$ cat config.mk
export PLATFORM = sky130hd
export DESIGN_NAME = prjq_cell
export DESIGN_NICKNAME = d
export VERILOG_FILES = /design/src/sv/assert_macros.svh /design/src/sv/prjq_pkg.sv /design/src/sv/prjq_cell.sv
export SDC_FILE = /design/constraint.sdc
export NUM_CORES = 1
export LEC_CHECK = 0
export ABC_CLOCK_PERIOD_IN_PS = 6500
export BUFFER_PORTS_ARGS = -buffer_cell sky130_fd_sc_hd__buf_2
export CORE_MARGIN = 8
export CORE_UTILIZATION = 35
export DETAILED_ROUTE_END_ITERATION = 16
export HOLD_SLACK_MARGIN = 0.02
export PLACE_DENSITY_LB_ADDON = 0.1
export SLEW_MARGIN = 20
export SYNTH_ARGS = -nofsm -noshare
export SYNTH_HDL_FRONTEND = slang
export SYNTH_SLANG_ARGS = --single-unit
$ cat constraint.sdc
create_clock -name clk -period 6.5 [get_ports clk]
set_input_delay 1.3 -clock clk [delete_from_list [all_inputs] [get_ports clk]]
set_output_delay 1.3 -clock clk [all_outputs]
set_load 0.05 [all_outputs]
$ cat src/sv/assert_macros.svh
// assertion helpers included by the queue unit rtl file
`ifndef ASSERT_MACROS_SVH
`define ASSERT_MACROS_SVH

`ifndef NO_ASSERTIONS

`define ASSERT_PROP(label, clk, rstn, prop) \
	label: assert property (@(posedge clk) disable iff (!rstn) (prop)) \
		else $error("property violated");

`define ASSERT_NEVER(label, clk, rstn, expr) \
	label: assert property (@(posedge clk) disable iff (!rstn) !(expr)) \
		else $error("forbidden condition seen");

`else

`define ASSERT_PROP(label, clk, rstn, prop)

`define ASSERT_NEVER(label, clk, rstn, expr)

`endif

`endif

$ cat src/sv/prjq_pkg.sv
`default_nettype none

package prjq_pkg;

	localparam int QUEUE_DEPTH = 128;
	localparam int TAG_BITS    = 16;
	localparam int PRIO_BITS   = 8;

	localparam int IDX_BITS    = (QUEUE_DEPTH > 1) ? $clog2(QUEUE_DEPTH) : 1;
	localparam int CNT_BITS    = $clog2(QUEUE_DEPTH + 1);
	localparam int KEY_BITS    = PRIO_BITS + IDX_BITS;
	localparam int KB_BITS     = (KEY_BITS > 1) ? $clog2(KEY_BITS) : 1;
	localparam int OCC_BITS    = 8;
	localparam int STATUS_BITS = 2;

	localparam logic [STATUS_BITS-1:0] STATUS_DONE  = 2'd0;
	localparam logic [STATUS_BITS-1:0] STATUS_FULL  = 2'd1;
	localparam logic [STATUS_BITS-1:0] STATUS_EMPTY = 2'd2;

	localparam logic OP_PUSH = 1'b0;
	localparam logic OP_POP  = 1'b1;

	typedef logic [TAG_BITS-1:0]  tag_t;
	typedef logic [PRIO_BITS-1:0] prio_t;
	typedef logic [IDX_BITS-1:0]  idx_t;
	typedef logic [CNT_BITS-1:0]  cnt_t;
	typedef logic [KB_BITS-1:0]   key_idx_t;

	// broadcast to every cell
	typedef struct packed {
		logic     push_en;
		logic     cand_init;
		logic     search_en;
		logic     commit_en;
		key_idx_t key_bit;
		idx_t     head;
		idx_t     best_rel;
		idx_t     rot_amt;
		tag_t     push_tag;
		prio_t    push_prio;
		idx_t     push_seq;
	} ctl_t;

	// per-cell selects
	typedef struct packed {
		logic push_sel;
		logic live;
		logic shift_sel;
	} cell_sel_t;

endpackage

`default_nettype wire

$ cat src/sv/prjq_cell.sv
`default_nettype none

module prjq_cell (
	input  logic                clk,
	input  logic                arst_n,
	input  prjq_pkg::ctl_t      ctl,
	input  prjq_pkg::cell_sel_t sel,
	input  logic                any_hit,
	input  prjq_pkg::tag_t      nb_tag,
	input  prjq_pkg::prio_t     nb_prio,
	input  prjq_pkg::idx_t      nb_seq,
	output prjq_pkg::tag_t      tag,
	output prjq_pkg::prio_t     prio,
	output prjq_pkg::idx_t      seq,
	output prjq_pkg::idx_t      adj_seq,
	output logic                hit,
	output logic                cand
);
	import prjq_pkg::*;

	tag_t                tag_q;
	prio_t               prio_q;
	idx_t                seq_q;
	logic                cand_q;
	idx_t                rel;
	logic [KEY_BITS-1:0] key;

	// position counted from the head
	assign rel = seq_q - ctl.head;
	// higher priority wins, then nearer the head
	assign key = {prio_q, ~rel};
	assign hit = cand_q & key[ctl.key_bit];
	// jobs ahead of the served one move behind the tail
	assign adj_seq = (rel < ctl.best_rel) ? (seq_q + ctl.rot_amt) : seq_q;

	assign tag  = tag_q;
	assign prio = prio_q;
	assign seq  = seq_q;
	assign cand = cand_q;

	always_ff @(posedge clk) begin
		if (ctl.push_en && sel.push_sel) begin
			tag_q  <= ctl.push_tag;
			prio_q <= ctl.push_prio;
			seq_q  <= ctl.push_seq;
		end else if (ctl.commit_en) begin
			if (sel.shift_sel) begin
				tag_q  <= nb_tag;
				prio_q <= nb_prio;
				seq_q  <= nb_seq;
			end else begin
				seq_q <= adj_seq;
			end
		end
	end

	always_ff @(posedge clk or negedge arst_n) begin
		if (!arst_n) begin
			cand_q <= 1'b0;
		end else if (ctl.cand_init) begin
			cand_q <= sel.live;
		end else if (ctl.search_en && any_hit) begin
			cand_q <= hit;
		end
	end

endmodule

`default_nettype wire

Yosys cells after proc, flatten, opt, wreduce, memory -nomap -nowiden

Index checks and enable logic that the tools add are counted.

Add/sub/neg operators: 2
$lt $le $gt $ge: 2
Multiplexer cells: 14
Bitwise operators: 2
Reduce and logical (&&, ||, !) cells: 6

Operators by type and width:

| cell                                                        | count |
|---|---|
| 2-to-1 mux 16 bit                                           | 3 |
| 2-to-1 mux 7 bit                                            | 4 |
| 2-to-1 mux 8 bit                                            | 3 |
| adder 7 bit                                                 | 1 |
| less-than comparator 7 bit                                  | 1 |
| NOT 7 bit                                                   | 1 |
| subtractor 7 bit                                            | 1 |
| nonzero test 2 bit                                          | 3 |
| less-than comparator 4 x 5 -> 1 bit (second input constant) | 1 |
| binary-select mux 1 bit (select 4 bit)                      | 1 |
| 2-to-1 mux 1 bit                                            | 3 |
| logical AND 1 bit                                           | 2 |
| AND reduction 2 bit                                         | 1 |
| bitwise AND 1 bit                                           | 1 |

Register bits: 32
Input port bits: 97

Logic depth before layout (Yosys ltp)

Gate-level depths: netlist of run 1.

Depth after elaboration: 7
Depth in mapped cells: 16
Mapped depth without buffers: 16

Least setup slack after synthesis of run 1

No wires, ideal clock.

Kind: input to output
Start: in ctl[45] (netlist name)
End: out adj_seq[6]
Arrival time: 4.445 ns
Data required time: 5.200 ns
Setup slack: 0.755 ns
Stages: 14
Path buffers: 0
Cells stage by stage: ha_1 > inv_1 > fa_1 > a211o_1 > and3_4 > o21ai_0 > nand2b_1 > xnor2_1 > ha_1 > o21ai_0 > nor3_1 > a21oi_2 > o21ai_0 > xnor2_1

Longest elaborated chain between the ends: 3

RTL lines:

| element                    | RTL line        | text |
|---|---|---|
| start: declaration         | prjq_cell.sv:6  | `input prjq_pkg::ctl_t ctl,` |
| subtractor 7 bit           | prjq_cell.sv:29 | `assign rel = seq_q - ctl.head;` |
| less-than comparator 7 bit | prjq_cell.sv:34 | `assign adj_seq = (rel < ctl.best_rel) ? (seq_q + ctl.rot_amt) : seq_q;` |
| 2-to-1 mux 7 bit           | prjq_cell.sv:34 |  |
| end: declaration           | prjq_cell.sv:15 | `output prjq_pkg::idx_t adj_seq,` |

No other way between the ends.

Worst setup path after layout of run 1

Ends and elaborated chain as after synthesis.

==> results of run 1 <==
## routing by layer
metal / part of all wire [%] / vias up / track usage [%]
met5: 0 / - / 0
met1: 43 / 1023 / 16.8
met4: 0.87 / 0 / 3.49
met2: 46 / 94 / 23.9
met3: 10 / 5 / 6.51
li1: - / 1254 / -
## power groups by stage
stage                     combinational (mW)  clock [mW]  sequential (mW)
after detailed placement               0.663           0            0.291
after global routing                   0.716       0.201            0.290
after CTS                              0.666       0.193            0.287
after floorplan                        0.407           0            0.390
final                                  0.659       0.186            0.285
after global placement                 0.659           0            0.290
## logic make-up after synthesis
logic type / count (synthesis) / share of synthesized area, %
simple gates: 125 / 22.2
compound gates: 49 / 12.7
buf+inv: 33 / 5.02
flops: 32 / 38.8
fa+ha+maj: 20 / 10.8
mux: 17 / 7.71
xor+xnor: 8 / 2.84
## critical path: stages
cell and delay, ns:
buf_2 0.08, ha_1 0.15, inv_1 0.06, fa_1 0.40, a211o_1 0.31, and3_4 0.19, o21ai_0 0.14, nand2b_1 0.08
xnor2_1 0.13, ha_1 0.28, o21ai_0 0.07, nor3_1 0.08, a21oi_2 0.40, o21ai_0 0.27, xnor2_1 0.18, buf_2 0.28
## layout make-up
| cell class | count | area (um^2) |
|---|---|---|
| sequential | 32 | 956 |
| timing repair buffer | 137 | 688 |
| clock inverter | 2 | 35.0 |
| multi-input combinational | 219 | 1390 |
| clock buffer | 6 | 72.6 |
| fill | 698 | 3450 |
| tap | 96 | 120 |
| inverter | 23 | 86.3 |
## cell usage in the layout (no fill, tap or decap), types with 2 or more instances in the layout
cell type  Yosys  final
xor2_1         3      3
fa_1           2      2
a21o_1         3      3
a21oi_1       10     10
mux2_2         6      6
ha_1          18     18
buf_2          0    136
a211o_1        2      2
a211oi_1       2      2
a31oi_1        3      3
nor3b_1        2      2
xnor2_1        5      5
nand3_1        2      2
nand2_1       89     89
nand2b_1       3      3
nor2b_1        3      3
nor4_1         2      2
nor2_1         9      9
nand4_1        2      2
edfxtp_1      31     31
and3b_1        2      2
clkbuf_8       0      5
o21ai_0       17     17
inv_1         23     23
or3_1          2      2
o31a_1         3      3
nor3_1         3      3
mux2i_1       10     10
## cells in the mapped netlist (2+ instances only)
master and instances:
and3b_1 2, nor4_1 2, o31a_1 3, a211o_1 2, xor2_1 3, edfxtp_1 31, a31oi_1 3, nand4_1 2
mux2_2 6, nand2b_1 3, fa_1 2, clkbuf_1 10, inv_1 23, xnor2_1 5, nand2_1 89, a21o_1 3
ha_1 18, or3_1 2, o21ai_0 17, nor3_1 3, nor2b_1 3, nor2_1 9, mux2i_1 10, a211oi_1 2
nand3_1 2, a21oi_1 10, nor3b_1 2
## worst paths after layout
| path | endpoint | slack (ns) | cells after the start |
|---|---|---|---|
| worst max register to register | seq[2]$_DFFE_PP_ | 2.81 | 16 |
| worst min register to register | cand$_DFFE_PN0P_ | 0.73 | 3 |
| worst min-delay path | cand$_DFFE_PN0P_ | 0.73 | 3 |
| max in group asynchronous | cand$_DFFE_PN0P_ | 5.64 | 1 |
| min in group asynchronous | cand$_DFFE_PN0P_ | 0.78 | 1 |
| worst max-delay path | adj_seq[6] | 0.80 | 16 |
## metrics by stage
step | hold slack, ns | setup WS, ns
2_1_floorplan | 0.905 | 0.755
3_3_place_gp | 0.695 | 0.810
3_5_place_dp | 0.710 | 0.782
4_1_cts | 0.724 | 0.782
5_1_grt | 0.758 | 0.571
6_report | 0.733 | 0.802
## state kept, by name, summed over array words and instances (netlist names)
| signal | cells |
|---|---|
| seq | 7 |
| cand | 1 |
| tag | 16 |
| prio | 8 |
==> results.py, run 1 <==
metrics = {
    "pwr": {
        "p_total_mw": 1.13,
        "p_sw_mw": 0.534,
        "pwr-share-seq_pct": 25.2,
        "swShare_pct": 47.3,
        "vdd_drop_max_v": 0.000136,
        "p_int_mw": 0.596,
        "p_per_area_mw_per_mm2": 338,
        "pwr-share-clk_pct": 16.4,
        "comb_power_share_pct": 58.3,
        "leakagePower_nw": 1.71,
    },
    "clock_tree": {
        "post-cts-setup-buffers": 0,
        "cts_inserted_buffers": 5,
        "cts.hold.buffers_added": 0,
        "h-tree-depth": 2,
        "clk_latency_ns": 0.28,
        "cts_tree": "built",
        "cts_buffer_depth": 2,
        "clock-sinks": 32,
        "path_clk_slew_ns": 0.07,
        "clockRootBuffer": "clkbuf_8",
        "cts_resized": 0,
    },
    "synth": {
        "synth_edf_count": 31,
        "synth_area_leaders": "edfxtp_1, nand2_1, ha_1",
        "syn-num-nets": 401,
        "netlist.area_leader.share_pct": 37.7,
        "syn_area_mm2": 0.00247,
        "synthArstFlopShare_pct": 3.13,
        "syn_area_per_cell_um2": 8.68,
        "ys_types": 44,
        "yosys_warnings": 0,
        "syn_inst": 284,
        "synth_seq_cells": 32,
        "synth-main-ff-cell": "edfxtp_1",
        "ys_seq_area_share_pct": 38.8,
        "yosysTopAreaCell": "edfxtp_1",
    },
    "sta": {
        "final.min_clock_period_ns": 5.70,
        "slew_headroom_pct": 34.8,
        "fmax_mhz": 175,
        "finalMaxSlewViolations": 0,
        "setup_viol": 0,
        "final_hold_viol_count": 0,
        "setup-tns-final_ns": 0,
        "post-route-period-util_pct": 87.7,
        "tightestPinTransition_ns": 0.976,
        "rsz0062_at_grt": "false",
        "skew_ns": 0.00612,
    },
    "cells_and_area": {
        "syn_to_final_growth_pct": 35.6,
        "utilization_pct": 49.2,
        "fin_nets": 535,
        "drive_gt1_share_pct": 37.2,
        "antenna_cells": 0,
        "finalInstanceArea_mm2": 0.00334,
        "fin_cells": 515,
    },
    "detailed_routing": {
        "viasPerCell": 4.61,
        "drt_iter0_markers": 69,
        "ant_nets": 0,
        "wl_um": 7230,
        "drcViolationCount": 0,
        "via_count": 2376,
        "drt_first_pass_iters": 4,
        "routedWlPerCell_um": 14.0,
    },
    "worst_setup_path": {
        "startpoint": "ctl[45]",
        "crit_arrival_ns": 4.40,
        "cp-start-kind": "input port",
        "crit_type": "in -> out",
        "end_kind": "primary output",
        "critPathMaxFanout": 7,
        "cp_data_required_time_ns": 5.20,
        "r2r_start": "seq[0]$_DFFE_PP_",
    },
    "job": {
        "maxCapViolCount": 0,
    },
    "global_route": {
        "gr-total-overflow": 0,
        "grt_pass1_wl_um": 11800,
        "grt_pass1_vias": 2483,
        "grt_use_total_pct": 14.5,
        "grt_max_degree": 29,
        "antenna_found_initial": 0,
    },
    "floorplan": {
        "ioPinCount": 137,
        "rows": 30,
        "fp.dieH_um": 99.9,
        "coreArea_mm2": 0.00679,
        "start_util_pct": 36.3,
        "dieArea_mm2": 0.00999,
        "die_w_um": 99.9,
    },
    "placement": {
        "placedCellCount": 507,
        "place_congestion": 0.800,
        "place_hpwl_um": 6070,
        "placed_cell_area_mm2": 0.00324,
        "io_buffers": 136,
    },
    "worst_hold_path": {
        "hp-class": "reg -> reg",
        "min_from": "cand$_DFFE_PN0P_",
    },
    "outcome": {
        "status": "completed",
    },
}
Power figures use the tool's default switching activity.
==> run 2: changes to the inputs <==
CELL_PAD_IN_SITES_DETAIL_PLACEMENT = 2   (was unset)
CELL_PAD_IN_SITES_GLOBAL_PLACEMENT = 2   (was unset)
CORE_UTILIZATION = 26   (was 35)
CTS_BUF_LIST = sky130_fd_sc_hd__clkbuf_16   (was unset)
==> run 2 against run 1 <==
Against the previous run: first-iteration DRC count is 36% lower; largest power group unchanged; combinational power is 2% higher; clock power is 18% higher; critical endpoint unchanged; die area is 29% higher; maximum frequency is 0.85% lower; cell area is 2.1% higher; non-clock buffer count stayed put; hold slack worse by 0.0099 ns; power is 4.4% higher; critical path depth stayed put; register-to-register slack worse by 0.07 ns; clock skew is 0.0019 ns lower; highest routed layer is now met5.
==> results.py, run 2 (synthesis results as in run 1) <==
metrics = {
    "global_route": {
        "gr-usage-met1_pct": 15.4,
        "gr-total-overflow": 0,
        "antenna_found_initial": 4,
        "grt_use_met2_pct": 24.1,
        "grt.busiest_layer": "met2",
        "use_met3_pct": 7.61,
        "grt_pass1_vias": 2924,
        "grt_pass1_wl_um": 14800,
        "grt_use_total_pct": 14.3,
        "grt_max_degree": 40,
    },
    "sta": {
        "post-route-period-util_pct": 88.4,
        "skew_ns": 0.00426,
        "setup_viol": 0,
        "tightestPinTransition_ns": 1.02,
        "final_hold_viol_count": 0,
        "finalMaxSlewViolations": 0,
        "slew_headroom_pct": 31.9,
        "setup-tns-final_ns": 0,
        "rsz0062_at_grt": "false",
        "fmax_mhz": 174,
        "worst_slack_ns": 0.753,
        "hold_ws_ns": 0.723,
        "final.min_clock_period_ns": 5.75,
    },
    "pwr": {
        "pwr-share-clk_pct": 18.5,
        "leakagePower_nw": 1.72,
        "p_sw_mw": 0.559,
        "p_per_area_mw_per_mm2": 346,
        "pwr-share-seq_pct": 24.3,
        "swShare_pct": 47.4,
        "p_int_mw": 0.621,
        "comb_power_share_pct": 57.1,
        "vdd_drop_max_v": 0.000144,
    },
    "worst_hold_path": {
        "min_path_cells": 3,
        "hp-class": "reg -> reg",
    },
    "worst_setup_path": {
        "cp_cell_sequence": "buf_2 > ha_1 > inv_1 > fa_1 > a211o_1 > and3_4 > o21ai_0 > nand2b_1 > xnor2_1 > ha_1 > o21ai_0 > nor3_1 > a21oi_2 > o21ai_0 > xnor2_1 > buf_2",
        "slowest_delay_ns": 0.40,
        "cp_top_family": "compound AO/OA/AOI/OAI gates",
        "path_common_cell": "o21ai_0",
        "crit_path_top_delay_cell": "fa_1",
        "cp-start-kind": "input port",
        "end_kind": "primary output",
        "crit_arrival_ns": 4.45,
        "cp_data_required_time_ns": 5.20,
        "worstRegToRegCells": 16,
        "crit_cells": 16,
        "crit_type": "in -> out",
        "critPathMaxFanout": 7,
        "critPathBufInv": 3,
    },
    "cells_and_area": {
        "multi_input_area_mm2": 0.00139,
        "seqCellArea_um2": 956,
        "layout_commonest_cell": "buf_2",
        "fin_nets": 535,
        "antenna_cells": 0,
        "drive_gt1_share_pct": 36.8,
        "fill_cells": 1115,
        "finalInstanceArea_mm2": 0.00341,
        "largest_reg_flops": 16,
        "syn_to_final_growth_pct": 38.5,
        "most-common-layout-cells": "buf_2, nand2_1, edfxtp_1, inv_1, ha_1",
    },
    "detailed_routing": {
        "routedWlPerCell_um": 16.5,
        "drcViolationCount": 0,
        "drt_iter0_markers": 44,
        "ant_nets": 0,
        "drt_first_pass_iters": 3,
        "via_count": 2551,
        "viasPerCell": 4.66,
        "wl_um": 9020,
    },
    "clock_tree": {
        "cts_resized": 0,
        "clockRootBuffer": "clkbuf_16",
        "post-cts-setup-buffers": 0,
        "clock-sinks": 32,
        "cts_inserted_buffers": 5,
        "path_clk_slew_ns": 0.05,
        "cts.hold.buffers_added": 0,
        "cts_buffer_depth": 2,
        "clk_latency_ns": 0.27,
        "h-tree-depth": 2,
        "cts_tree": "built",
    },
    "floorplan": {
        "die_w_um": 113,
        "coreArea_mm2": 0.00924,
        "fp.dieH_um": 113,
        "dieArea_mm2": 0.0129,
        "start_util_pct": 26.7,
        "rows": 35,
        "ioPinCount": 137,
    },
    "placement": {
        "placed_cell_area_mm2": 0.00328,
        "place_congestion": 0.744,
        "io_buffers": 136,
        "place_hpwl_um": 7620,
        "post-place-ws_ns": 0.682,
    },
    "outcome": {
        "status": "completed",
    },
    "job": {
        "maxCapViolCount": 0,
    },
}
==> run 2: layer usage <==
| layer | routed length, um | vias up |
|---|---|---|
| li1 | - | 1251 |
| met1 | 3540 | 1187 |
| met2 | 4340 | 89 |
| met3 | 1000 | 16 |
| met4 | 90 | 8 |
| met5 | 44 | - |
==> run 2: worst min-delay path, delay by kind of cell (launching register included) <==
family         cells  cell delay, ns
AO/OA/AOI/OAI      3            0.30
flip-flops         1            0.38
==> run 2: worst paths after layout <==
kind | from | to | slack, ns
setup / recovery | ctl[45] | adj_seq[6] | 0.75
hold / removal | cand$_DFFE_PN0P_ | cand$_DFFE_PN0P_ | 0.72
min in group asynchronous | arst_n | cand$_DFFE_PN0P_ | 0.79
max in group asynchronous | arst_n | cand$_DFFE_PN0P_ | 5.63
hold reg to reg | cand$_DFFE_PN0P_ | cand$_DFFE_PN0P_ | 0.72
setup reg to reg | seq[0]$_DFFE_PP_ | seq[3]$_DFFE_PP_ | 2.74
==> run 2: layout make-up <==
class                   instances  area share (%)
multi-input cells             219            40.6
inverters                      23            2.53
clock buffers                   5            3.66
well taps                     129            4.73
repair buffers                137            20.2
clock inverters                 3           0.330
flip-flops and latches         32            28.0
==> run 2: through the flow <==
| step | total power, mW | std cells | utilization, % |
|---|---|---|---|
| 2_1_floorplan | 0.796 | 284 | - |
| 4_1_cts | 1.21 | 548 | 37.0 |
| 3_3_place_gp | 0.962 | 540 | 35.5 |
| 5_1_grt | 1.26 | 548 | 37.0 |
| 3_5_place_dp | 0.978 | 540 | 35.5 |
| 6_report | 1.18 | 548 | 37.0 |
==> run 2: power by group through the flow <==
stage	sequential (mW)	combinational (mW)	clock [mW]
after floorplan	0.390	0.407	0
after global placement	0.292	0.670	0
after detailed placement	0.293	0.685	0
after CTS	0.289	0.688	0.228
after global routing	0.293	0.738	0.234
final	0.287	0.675	0.219
==> run 3: changes to the inputs <==
CTS_BUF_LIST = unset   (was sky130_fd_sc_hd__clkbuf_16)
==> run 3 against run 2 <==
Against the previous run: cell area decreased by 1.1%; count of clock-buffer cells in the layout increased by 3; maximum frequency decreased by 0.11%; non-clock buffer count unchanged; sequential power about the same; cell count unchanged; routed wire length about the same; via count decreased by 0.90%; global-route usage about the same; combinational power about the same; critical endpoint unchanged.
==> results.py, run 3 (synthesis results as in run 1) <==
metrics = {
    "floorplan": {
        "dieArea_mm2": 0.0129,
        "ioPinCount": 137,
        "fp.dieH_um": 113,
        "rows": 35,
        "coreArea_mm2": 0.00924,
        "die_w_um": 113,
        "start_util_pct": 26.7,
    },
    "detailed_routing": {
        "via_count": 2528,
        "wl_um": 9010,
        "ant_nets": 0,
        "drt_iter0_markers": 84,
        "routedWlPerCell_um": 16.4,
        "drt_first_pass_iters": 3,
        "drcViolationCount": 0,
        "viasPerCell": 4.61,
    },
    "clock_tree": {
        "clk_latency_ns": 0.28,
        "clockRootBuffer": "clkbuf_8",
        "cts_resized": 0,
        "cts_tree": "built",
        "cts_inserted_buffers": 5,
        "clock-sinks": 32,
        "cts.hold.buffers_added": 0,
        "h-tree-depth": 2,
        "post-cts-setup-buffers": 0,
        "cts_buffer_depth": 2,
        "path_clk_slew_ns": 0.07,
    },
    "sta": {
        "worst_slack_ns": 0.747,
        "fmax_mhz": 174,
        "skew_ns": 0.00404,
        "final.min_clock_period_ns": 5.75,
        "post-route-period-util_pct": 88.5,
        "final_hold_viol_count": 0,
        "slew_headroom_pct": 32.3,
        "setup-tns-final_ns": 0,
        "rsz0062_at_grt": "false",
        "setup_viol": 0,
        "tightestPinTransition_ns": 1.01,
        "finalMaxSlewViolations": 0,
    },
    "pwr": {
        "p_int_mw": 0.580,
        "pwr-share-clk_pct": 15.2,
        "leakagePower_nw": 1.71,
        "swShare_pct": 48.8,
        "p_sw_mw": 0.553,
        "pwr-share-seq_pct": 25.3,
        "comb_power_share_pct": 59.5,
        "vdd_drop_max_v": 0.000146,
        "p_total_mw": 1.13,
        "p_per_area_mw_per_mm2": 335,
    },
    "placement": {
        "place_hpwl_um": 7620,
        "placedCellCount": 540,
        "io_buffers": 136,
        "post-place-ws_ns": 0.682,
        "place_congestion": 0.744,
    },
    "worst_setup_path": {
        "end_kind": "primary output",
        "crit_arrival_ns": 4.45,
        "crit_type": "in -> out",
        "r2r_start": "seq[0]$_DFFE_PP_",
        "cp_data_required_time_ns": 5.20,
        "startpoint": "ctl[45]",
        "critPathMaxFanout": 7,
        "cp-start-kind": "input port",
    },
    "outcome": {
        "status": "completed",
    },
    "cells_and_area": {
        "most-common-layout-cells": "buf_2, nand2_1, edfxtp_1, inv_1, ha_1",
        "seqCellArea_um2": 956,
        "largest_reg_flops": 16,
        "fin_cells": 548,
        "fin_nets": 535,
        "drive_gt1_share_pct": 37.2,
        "antenna_cells": 0,
        "syn_to_final_growth_pct": 37.0,
        "layout_commonest_cell": "buf_2",
        "multi_input_area_mm2": 0.00139,
        "fill_cells": 1123,
    },
    "worst_hold_path": {
        "min_from": "cand$_DFFE_PN0P_",
        "hp-class": "reg -> reg",
    },
    "global_route": {
        "grt_pass1_vias": 2899,
        "grt_max_degree": 40,
        "gr-total-overflow": 0,
        "grt_pass1_wl_um": 14700,
        "antenna_found_initial": 4,
        "grt_use_total_pct": 14.2,
    },
    "job": {
        "maxCapViolCount": 0,
    },
}
==> run 3: changes by cell type in the layout (fill, tap and decap cells not counted), sizes merged <==
cell / change
inv: -1
clkbuf: +3
clkinv: -2
==> run 3: through the flow <==
stage	hold slack, ns	instance area [um^2]	utilization, %
global route	0.761	3380	36.6
finish	0.719	3380	36.6
CTS	0.732	3380	36.6
detailed placement	0.720	3280	35.5
global placement	0.716	3280	35.5
floorplan	0.905	2470	-
==> run 3: worst max-delay path, cell delays in order <==
cell      delay [ns]
buf_2           0.08
ha_1            0.15
inv_1           0.05
fa_1            0.40
a211o_1         0.31
and3_4          0.19
o21ai_0         0.16
nand2b_1        0.09
xnor2_1         0.13
ha_1            0.28
o21ai_0         0.08
nor3_1          0.09
a21oi_2         0.39
o21ai_0         0.27
xnor2_1         0.19
buf_2           0.29
==> run 3: path summary, 6_finish.rpt <==
path                       cells after the start          endpoint  slack (ns)
hold reg to reg                                3  cand$_DFFE_PN0P_        0.72
setup reg to reg                              16  seq[3]$_DFFE_PP_        2.74
min in group asynchronous                      1  cand$_DFFE_PN0P_        0.78
hold / removal                                 3  cand$_DFFE_PN0P_        0.72
setup / recovery                              16        adj_seq[6]        0.75
max in group asynchronous                      1  cand$_DFFE_PN0P_        5.64
==> run 3: area by class of cell <==
| cell class | count | area share (%) |
|---|---|---|
| Inverter | 23 | 2.56 |
| Multi-Input combinational cell | 219 | 41.0 |
| Clock buffer | 8 | 2.96 |
| Timing Repair Buffer | 137 | 20.4 |
| Sequential cell | 32 | 28.3 |
| Tap cell | 129 | 4.78 |
==> run 3: per-layer routing <==
metal  wire length [um]  GRT usage (%)  share of wire, %
met1               3580           15.4                40
met5                 40              0              0.44
met2               4310           24.0                48
met4                 81           2.93              0.90
met3               1000           7.92                11
==> run 3: power groups by stage <==
stage          combinational [mW]  clock (mW)  sequential, mW
4_1_cts                     0.688       0.178           0.289
5_1_grt                     0.738       0.188           0.292
3_3_place_gp                0.670           0           0.292
6_report                    0.674       0.172           0.287
2_1_floorplan               0.407           0           0.390
3_5_place_dp                0.685           0           0.293
